<file path="config.mk">
export PLATFORM = sky130hd
export DESIGN_NAME = tagged_utf16_text_extractor_core
export DESIGN_NICKNAME = d
export VERILOG_FILES = /design/src/hw/rtl/tutx_pkg.sv /design/src/hw/rtl/tutx_front.sv /design/src/hw/rtl/tutx_queue.sv /design/src/hw/rtl/tutx_back.sv /design/src/hw/rtl/tagged_utf16_text_extractor_core.sv
export SDC_FILE = /design/constraint.sdc
export NUM_CORES = 1
export LEC_CHECK = 0
export BUFFER_PORTS_ARGS = -buffer_cell sky130_fd_sc_hd__buf_2
export CAP_MARGIN = 20
export CORE_MARGIN = 8
export CORE_UTILIZATION = 57
export CTS_CLUSTER_DIAMETER = 100
export DETAILED_ROUTE_END_ITERATION = 8
export MAX_ROUTING_LAYER = met4
export PLACE_DENSITY = 0.78
export SYNTH_ARGS = -nofsm -noshare
export SYNTH_HDL_FRONTEND = slang
export SYNTH_SLANG_ARGS = --single-unit
</file>
<file path="constraint.sdc">
create_clock -name clk -period 2.9 [get_ports clk]
set_clock_uncertainty 0.2 [all_clocks]
set_input_delay 0.58 -clock clk [delete_from_list [all_inputs] [get_ports clk]]
set_output_delay 0.58 -clock clk [all_outputs]
set_load 0.01 [all_outputs]
</file>
<file path="src/hw/rtl/tutx_pkg.sv">
// tutx_pkg: shared types and the UTF-8 encode function for the text extractor.
// No dependencies; imported by the front, queue, back and top-level modules.
`timescale 1ns / 1ps
`default_nettype none

package tutx_pkg;

	localparam logic [15:0] TAG_MASK  = 16'hFF00;
	localparam logic [15:0] TAG_VALUE = 16'hF500;
	localparam logic [15:0] PRINT_LO  = 16'h0020;
	localparam logic [15:0] SURR_LO   = 16'hD800;
	localparam logic [15:0] ONE_MAX   = 16'h0080;
	localparam logic [15:0] TWO_MAX   = 16'h0800;
	localparam logic [15:0] LF_UNIT   = 16'h000A;
	localparam logic [15:0] CR_UNIT   = 16'h000D;
	localparam logic [7:0]  LEAD2     = 8'hC0;
	localparam logic [7:0]  LEAD3     = 8'hE0;
	localparam logic [7:0]  CONT      = 8'h80;
	localparam logic [5:0]  LOW6      = 6'h3F;
	localparam logic [7:0]  LF_BYTE   = 8'h0A;

	localparam int QUEUE_DEPTH = 2;

	typedef enum logic [1:0] {
		IDX_B0 = 2'd0,
		IDX_B1 = 2'd1,
		IDX_B2 = 2'd2
	} byte_idx_t;

	typedef struct packed {
		logic [7:0] b0;
		logic [7:0] b1;
		logic [7:0] b2;
		byte_idx_t  last_idx;
	} run_t;

	function automatic run_t encode_unit(input logic [15:0] u);
		run_t r;
		r.b0 = 8'h00;
		r.b1 = 8'h00;
		r.b2 = 8'h00;
		r.last_idx = IDX_B0;
		if (u < ONE_MAX) begin
			r.b0 = u[7:0];
		end else if (u < TWO_MAX) begin
			r.b0 = LEAD2 | {3'b000, u[10:6]};
			r.b1 = CONT | {2'b00, u[5:0] & LOW6};
			r.last_idx = IDX_B1;
		end else begin
			r.b0 = LEAD3 | {4'b0000, u[15:12]};
			r.b1 = CONT | {2'b00, u[11:6] & LOW6};
			r.b2 = CONT | {2'b00, u[5:0] & LOW6};
			r.last_idx = IDX_B2;
		end
		return r;
	endfunction

endpackage

`default_nettype wire

</file>
<file path="src/hw/rtl/tutx_front.sv">
// tutx_front: accepts code units, applies tag skipping and filtering, builds byte runs.
// Depends on tutx_pkg; feeds tutx_queue.
`timescale 1ns / 1ps
`default_nettype none

module tutx_front (
	input  wire logic          clk,
	input  wire logic          arst_n,
	input  wire logic          cfg_we,
	input  wire logic          cfg_wdata,
	input  wire logic          in_valid,
	output logic               in_ready,
	input  wire logic [15:0]   code_unit,
	input  wire logic          end_of_object,
	input  wire logic          q_full,
	output logic               push,
	output tutx_pkg::run_t     push_run
);
	import tutx_pkg::*;

	logic text_mode_q;
	logic skip_pending_q;
	logic skip_n;
	logic emit;
	logic accept;

	assign in_ready = !q_full;
	assign accept   = in_valid && in_ready;
	assign push     = accept && emit;

	always_comb begin
		emit = 1'b0;
		skip_n = skip_pending_q;
		push_run = encode_unit(code_unit);
		priority if (text_mode_q) begin
			emit = 1'b1;
		end else if (skip_pending_q) begin
			skip_n = 1'b0;
		end else if ((code_unit & TAG_MASK) == TAG_VALUE) begin
			skip_n = 1'b1;
		end else if (code_unit >= PRINT_LO && code_unit < SURR_LO) begin
			emit = 1'b1;
		end else if (code_unit == LF_UNIT || code_unit == CR_UNIT) begin
			emit = 1'b1;
			push_run.b0 = LF_BYTE;
			push_run.last_idx = IDX_B0;
		end else begin
			emit = 1'b0;
		end
		if (end_of_object) begin
			skip_n = 1'b0;
		end
	end

	always_ff @(posedge clk or negedge arst_n) begin
		if (!arst_n) begin
			text_mode_q <= 1'b0;
			skip_pending_q <= 1'b0;
		end else begin
			if (cfg_we) begin
				text_mode_q <= cfg_wdata;
			end
			if (accept) begin
				skip_pending_q <= skip_n;
			end
		end
	end

endmodule

`default_nettype wire

</file>
<file path="src/hw/rtl/tutx_queue.sv">
// tutx_queue: two-entry queue of byte runs between front and back.
// Depends on tutx_pkg.
`timescale 1ns / 1ps
`default_nettype none

module tutx_queue (
	input  wire logic      clk,
	input  wire logic      arst_n,
	input  wire logic      push,
	input  tutx_pkg::run_t push_run,
	output logic           full,
	input  wire logic      pop,
	output logic           head_valid,
	output tutx_pkg::run_t head_run
);
	import tutx_pkg::*;

	localparam int PW = $clog2(QUEUE_DEPTH);

	run_t           mem_q [QUEUE_DEPTH];
	logic [PW-1:0]  wr_ptr_q;
	logic [PW-1:0]  rd_ptr_q;
	logic [PW:0]    count_q;

	assign full       = count_q == (PW+1)'(QUEUE_DEPTH);
	assign head_valid = count_q != '0;
	assign head_run   = mem_q[rd_ptr_q];

	always_ff @(posedge clk) begin
		if (push) begin
			mem_q[wr_ptr_q] <= push_run;
		end
	end

	always_ff @(posedge clk or negedge arst_n) begin
		if (!arst_n) begin
			wr_ptr_q <= '0;
			rd_ptr_q <= '0;
			count_q <= '0;
		end else begin
			if (push) begin
				wr_ptr_q <= wr_ptr_q + 1'b1;
			end
			if (pop) begin
				rd_ptr_q <= rd_ptr_q + 1'b1;
			end
			unique case ({push, pop})
				2'b10:   count_q <= count_q + 1'b1;
				2'b01:   count_q <= count_q - 1'b1;
				default: count_q <= count_q;
			endcase
		end
	end

endmodule

`default_nettype wire

</file>
<file path="src/hw/rtl/tutx_back.sv">
// tutx_back: serializes queued runs into one UTF-8 byte per word on the output register.
// Depends on tutx_pkg; reads tutx_queue.
`timescale 1ns / 1ps
`default_nettype none

module tutx_back (
	input  wire logic      clk,
	input  wire logic      arst_n,
	input  wire logic      head_valid,
	input  tutx_pkg::run_t head_run,
	output logic           pop,
	output logic           out_valid,
	input  wire logic      out_ready,
	output logic [7:0]     utf8_byte,
	output logic           last_byte
);
	import tutx_pkg::*;

	byte_idx_t  idx_q;
	logic       out_valid_q;
	logic [7:0] byte_q;
	logic       last_q;
	logic       advance;
	logic       is_last;
	logic [7:0] sel_byte;

	assign advance   = !out_valid_q || out_ready;
	assign is_last   = idx_q == head_run.last_idx;
	assign pop       = advance && head_valid && is_last;
	assign out_valid = out_valid_q;
	assign utf8_byte = byte_q;
	assign last_byte = last_q;

	always_comb begin
		unique case (idx_q)
			IDX_B0:  sel_byte = head_run.b0;
			IDX_B1:  sel_byte = head_run.b1;
			default: sel_byte = head_run.b2;
		endcase
	end

	always_ff @(posedge clk) begin
		if (advance && head_valid) begin
			byte_q <= sel_byte;
			last_q <= is_last;
		end
	end

	always_ff @(posedge clk or negedge arst_n) begin
		if (!arst_n) begin
			out_valid_q <= 1'b0;
			idx_q <= IDX_B0;
		end else if (advance) begin
			out_valid_q <= head_valid;
			if (head_valid) begin
				unique case ({is_last, idx_q})
					{1'b0, IDX_B0}: idx_q <= IDX_B1;
					{1'b0, IDX_B1}: idx_q <= IDX_B2;
					default:        idx_q <= IDX_B0;
				endcase
			end
		end
	end

endmodule

`default_nettype wire

</file>
<file path="src/hw/rtl/tagged_utf16_text_extractor_core.sv">
// tagged_utf16_text_extractor_core: top level, UTF-16LE units in, UTF-8 bytes out.
// Depends on tutx_pkg, tutx_front, tutx_queue, tutx_back.
//
//   channel | ports                                   | handshake
//   in      | code_unit, end_of_object                | in_valid / in_ready
//   out     | utf8_byte, last_byte                    | out_valid / out_ready
//   cfg     | cfg_wdata (text_mode)                   | cfg_we, no wait
//
// A unit gives 0 to 3 bytes; the byte serializer in tutx_back sends them from the output
// register, one byte per cycle while out_ready does not stall it.
// A unit that gives bytes is written to the run queue, then to the output register.
// Reset clears mode, pending skip, queue and output valid.
// in_ready drops only while the two-entry run queue is full.
`timescale 1ns / 1ps
`default_nettype none

module tagged_utf16_text_extractor_core (
	input  wire logic        clk,
	input  wire logic        arst_n,
	input  wire logic        cfg_we,
	input  wire logic        cfg_wdata,
	input  wire logic        in_valid,
	output logic             in_ready,
	input  wire logic [15:0] code_unit,
	input  wire logic        end_of_object,
	output logic             out_valid,
	input  wire logic        out_ready,
	output logic [7:0]       utf8_byte,
	output logic             last_byte
);
	import tutx_pkg::*;

	logic push;
	logic pop;
	logic q_full;
	logic head_valid;
	run_t push_run;
	run_t head_run;

	tutx_front u_front (
		.clk           (clk),
		.arst_n        (arst_n),
		.cfg_we        (cfg_we),
		.cfg_wdata     (cfg_wdata),
		.in_valid      (in_valid),
		.in_ready      (in_ready),
		.code_unit     (code_unit),
		.end_of_object (end_of_object),
		.q_full        (q_full),
		.push          (push),
		.push_run      (push_run)
	);

	tutx_queue u_queue (
		.clk        (clk),
		.arst_n     (arst_n),
		.push       (push),
		.push_run   (push_run),
		.full       (q_full),
		.pop        (pop),
		.head_valid (head_valid),
		.head_run   (head_run)
	);

	tutx_back u_back (
		.clk        (clk),
		.arst_n     (arst_n),
		.head_valid (head_valid),
		.head_run   (head_run),
		.pop        (pop),
		.out_valid  (out_valid),
		.out_ready  (out_ready),
		.utf8_byte  (utf8_byte),
		.last_byte  (last_byte)
	);

endmodule

`default_nettype wire

</file>
==> results.md <==
- R2R depth: 6
- Slew at the pin closest to its max-slew limit: 0.6228 ns
- Fraction of layout cells with a size suffix above 1: 25.97%
- YS warnings: 0
- DR pass1 iterations: 4
- Number of vias per cell: 5.613
- Biggest cell delay along the critical path: 0.59 ns
- Adder-cell area share of the yosys netlist: 0.4255%
- FFs w/ async S/R, synth: 13.64%
- Number of filler cells placed in the layout: 347
- DRT iter0 DRCs: 147
- Cell family contributing the most delay on the critical path: simple AND/OR/NAND/NOR gates
- Overflow left after global routing: 0
- Wire length on met3: 293 µm
- Number of synthesized register bits: 66
- Hold Fails Final Rpt: 0
- Fmax: 423.6 MHz
- Multi-input logic area: 928.4 µm²
- Outcome: finished clean
- Wire length of the first global-routing pass: 8.914 mm
- Initial core utilization: 58.31%
- Cell-by-cell trace of the critical path: buf_2 -> or4_4 -> nor3_4 -> a311oi_1 -> o21ai_0 -> ha_1 -> nor2_1 -> xor2_1
- Pwr per Cell Area: 899.9 nW/µm²
- Most common library cell in the layout ignoring fill and taps: sky130_fd_sc_hd__edfxtp_1
- All-Layer GR Usage: 16.06%
- Slowest-stage cell, CP: sky130_fd_sc_hd__or4_4
- Compound-cell area share of the yosys netlist: 8.383%
- Total power draw: 3066 µW
- Count of clock tree sinks: 66
- Mapped Area: 2940 µm²
- Uppermost metal layer occupied by signal nets: met4
- Clk pwr share: 23.9%
- Final total negative setup slack: 0 ns
- Number of clock buffers inserted by TritonCTS: 9
- Critical path endpoint category: flip-flop
- Critical Path Sink: u_queue.count_q[1]$_DFFE_PN0P_
- Vias after detailed routing: 1841
- Clock tree from TritonCTS: yes
- Post-Syn Area per Cell: 14.14 µm²
- Cell variety after synth: 42
- Post-Syn Instances: 208
- Worst supply voltage drop on vdd: 0.4338 mV
- Number of cells on the critical path: 8
- Clock network latency to the later pin of the worst-skew pair: 0.34 ns
- Net count of the mapped netlist: 232
- Final-stage net count: 277
- Most used cells in the layout excluding fill and tap cells: sky130_fd_sc_hd__edfxtp_1, sky130_fd_sc_hd__buf_2, sky130_fd_sc_hd__nor2_1
- CTS Buffer Depth: 2
- Post-synth EDFFs: 57
- Most used flip-flop cell after synthesis: sky130_fd_sc_hd__edfxtp_1
- Class of the most critical hold timing path: input port to flip-flop
- Switching share of power: 30.36%
- Main combinational cell family by area after synthesis: simple AND/OR/NAND/NOR gates
- Top cells by area, synth: sky130_fd_sc_hd__edfxtp_1, sky130_fd_sc_hd__dfrtp_1, sky130_fd_sc_hd__mux4_2
- Synth Area in XOR/XNOR: 1.787%
- Detailed Route WL: 5.373 mm
- Unrepaired setup endpoints after global routing: false
- CP Class: input port to flip-flop
- Via count of the first global-routing pass: 1861
- Antenna violations before repair: 0
- Sequential share of power: 48.8%
- Total area of sequential cells: 1937 µm²
- Die H: 87.82 µm
- Total number of H-tree levels: 3
- Routed WL per cell: 16.38 µm
- Tcrit/Tclk final: 81.40%
- Final weighted congestion of routability-driven global placement: 0.8891
- Largest area contributor in the synthesized netlist: sky130_fd_sc_hd__edfxtp_1
- Crit path launch type: input port
- Power share of the combinational group: 27.3%
- Final antenna diode count: 0
- Final setup vio count: 0
- Total setup buffers inserted after CTS: 0
- Min Tclk post-route: 2.361 ns
- Internal power contribution: 2135 µW
- Worst endpoint data arrival time: 2.43 ns
- Synth-to-Final Area Change: 15.87%
- Reg-to-Reg Start: u_queue.rd_ptr_q$_DFFE_PN0P_
- Portion of synthesized cell area occupied by the leading cell type: 58.21%
- Max-cap check violation count: 0
- I/O pin count: 34
- Die area: 7712 µm²
- Critical path fanouts, max: 9
- Bufs and invs on worst path: 1
- Met1 layer wirelength in the final routing: 2.479 mm
- DP Wirelength: 3.796 mm
- DRC violation count after routing: 0
- Core area: 5042 µm²
- Capturing point of the worst reg2reg path: u_queue.count_q[1]$_DFFE_PN0P_
- Synth Area in Simple Gates: 12.21%
- Standard-cell rows: 26
- Leakage power: 0.001254 µW
- Root buffer cell: sky130_fd_sc_hd__clkbuf_8
- Number of max-slew violations in the final report: 0
- Worst max-slew margin expressed relative to the limit: 57.90%
- Port bufs: 33
- CP startpoint: code_unit[11]
- Power spent charging and discharging nets: 930.9 µW
- Post-route ant nets: 0
- Setup slack of the most critical reg-to-reg path: 0.75 ns
- Clock transition at path regs: 0.07 ns
- Seq/Total Area, Yosys: 65.87%
- Sum of met2 wire segment lengths after detailed routing: 2.509 mm
- Portion of netlist area occupied by mux cells: 8.766%
- CP required: 2.97 ns
- Chip width: 87.82 µm
- Largest net degree at the start of global routing: 25
## worst register-to-register path: stages (launching register included)
cell                      delay (ns)
sky130_fd_sc_hd__dfrtp_1        0.50
sky130_fd_sc_hd__mux2i_1        0.26
sky130_fd_sc_hd__xor2_1         0.26
sky130_fd_sc_hd__and3_1         0.28
sky130_fd_sc_hd__ha_1           0.28
sky130_fd_sc_hd__nor2_1         0.15
sky130_fd_sc_hd__xor2_1         0.15
## per-layer routing
| layer | vias to the layer above | track usage, % |
|---|---|---|
| li1 | 884 | - |
| met1 | 879 | 20.54 |
| met2 | 70 | 23.26 |
| met3 | 8 | 4.221 |
| met4 | 0 | 7.500 |
| met5 | - | - |
## per-stage QoR
| step | utilization [%] | instances | setup slack, ns | area (µm²) | hold WS, ns |
|---|---|---|---|---|---|
| final | 67.57 | 328 | 0.5394 | 3407 | 0.2280 |
| after global routing | 67.57 | 328 | 0.4353 | 3407 | 0.2332 |
| after floorplan | - | 208 | 0.1476 | 2940 | 0.08441 |
| after CTS | 67.57 | 328 | 0.5700 | 3407 | 0.2304 |
| after detailed placement | 63.70 | 311 | 0.2146 | 3212 | 0.2397 |
| after global placement | 63.70 | 311 | 0.2930 | 3212 | 0.2369 |
## what timing repair did
action	in CTS	in global routing
hold buffers	1	0
resized for setup	0	0
endpoints found under the hold margin	9	0
## how the worst min path moves through the flow
stage	depth (start not counted)	from	to
global route	2	cfg_we	u_front.text_mode_q$_DFFE_PN0P_
detailed placement	1	arst_n	u_back.idx_q[0]$_DFFE_PN0P_
global placement	1	arst_n	u_back.idx_q[1]$_DFFE_PN0P_
finish	2	cfg_we	u_front.text_mode_q$_DFFE_PN0P_
CTS	2	cfg_we	u_front.text_mode_q$_DFFE_PN0P_
floorplan	0	arst_n	u_back.idx_q[0]$_DFFE_PN0P_
## cells in the mapped netlist, types with 2 or more instances
master / count
sky130_fd_sc_hd__nor2_2: 2
sky130_fd_sc_hd__a21oi_1: 14
sky130_fd_sc_hd__a311oi_1: 2
sky130_fd_sc_hd__o22ai_1: 2
sky130_fd_sc_hd__nor2b_1: 2
sky130_fd_sc_hd__nand3b_1: 2
sky130_fd_sc_hd__edfxtp_1: 57
sky130_fd_sc_hd__a22o_1: 7
sky130_fd_sc_hd__mux4_2: 7
sky130_fd_sc_hd__nand2_1: 9
sky130_fd_sc_hd__and2_1: 8
sky130_fd_sc_hd__nor2_1: 19
sky130_fd_sc_hd__xnor2_1: 2
sky130_fd_sc_hd__nand2b_1: 4
sky130_fd_sc_hd__buf_2: 3
sky130_fd_sc_hd__nand3_1: 2
sky130_fd_sc_hd__o21ai_0: 6
sky130_fd_sc_hd__mux2i_1: 10
sky130_fd_sc_hd__nor3_1: 5
sky130_fd_sc_hd__clkbuf_1: 3
sky130_fd_sc_hd__inv_1: 9
sky130_fd_sc_hd__dfrtp_1: 9
sky130_fd_sc_hd__xor2_1: 4
sky130_fd_sc_hd__or4_4: 2
## sequential cells by signal, summed over array words and instances (netlist names)
name	cells
u_front.text_mode_q	1
u_back.out_valid	1
u_queue.wr_ptr_q	1
u_queue.rd_ptr_q	1
u_queue.mem_q	48
u_back.last_byte	1
u_back.idx_q	2
u_front.skip_pending_q	1
u_back.utf8_byte	8
u_queue.count_q	2
## kinds of logic after synthesis
logic type               after synthesis
adder cells (fa/ha/maj)                1
buffers and inverters                 17
AO/OA/AOI/OAI                         37
AND/OR/NAND/NOR                       64
flip-flops                            66
multiplexers                          17
XOR/XNOR                               6
## power by group through the flow
stage               sequential, µW  clock, µW  combinational, µW
floorplan                     1480          0                608
global placement              1510          0                828
detailed placement            1520          0                844
CTS                           1500        735                850
global route                  1530        781                933
finish                        1500        733                836
## cell type report
class,instances,area share (%)
Clock inverter,6,1.689
Tap cell,70,2.571
Clock buffer,10,3.746
Multi-Input combinational cell,125,27.25
Timing Repair Buffer,42,6.904
Sequential cell,66,56.85
Inverter,9,0.9916
Note: power is estimated with default switching activity, not from simulation.
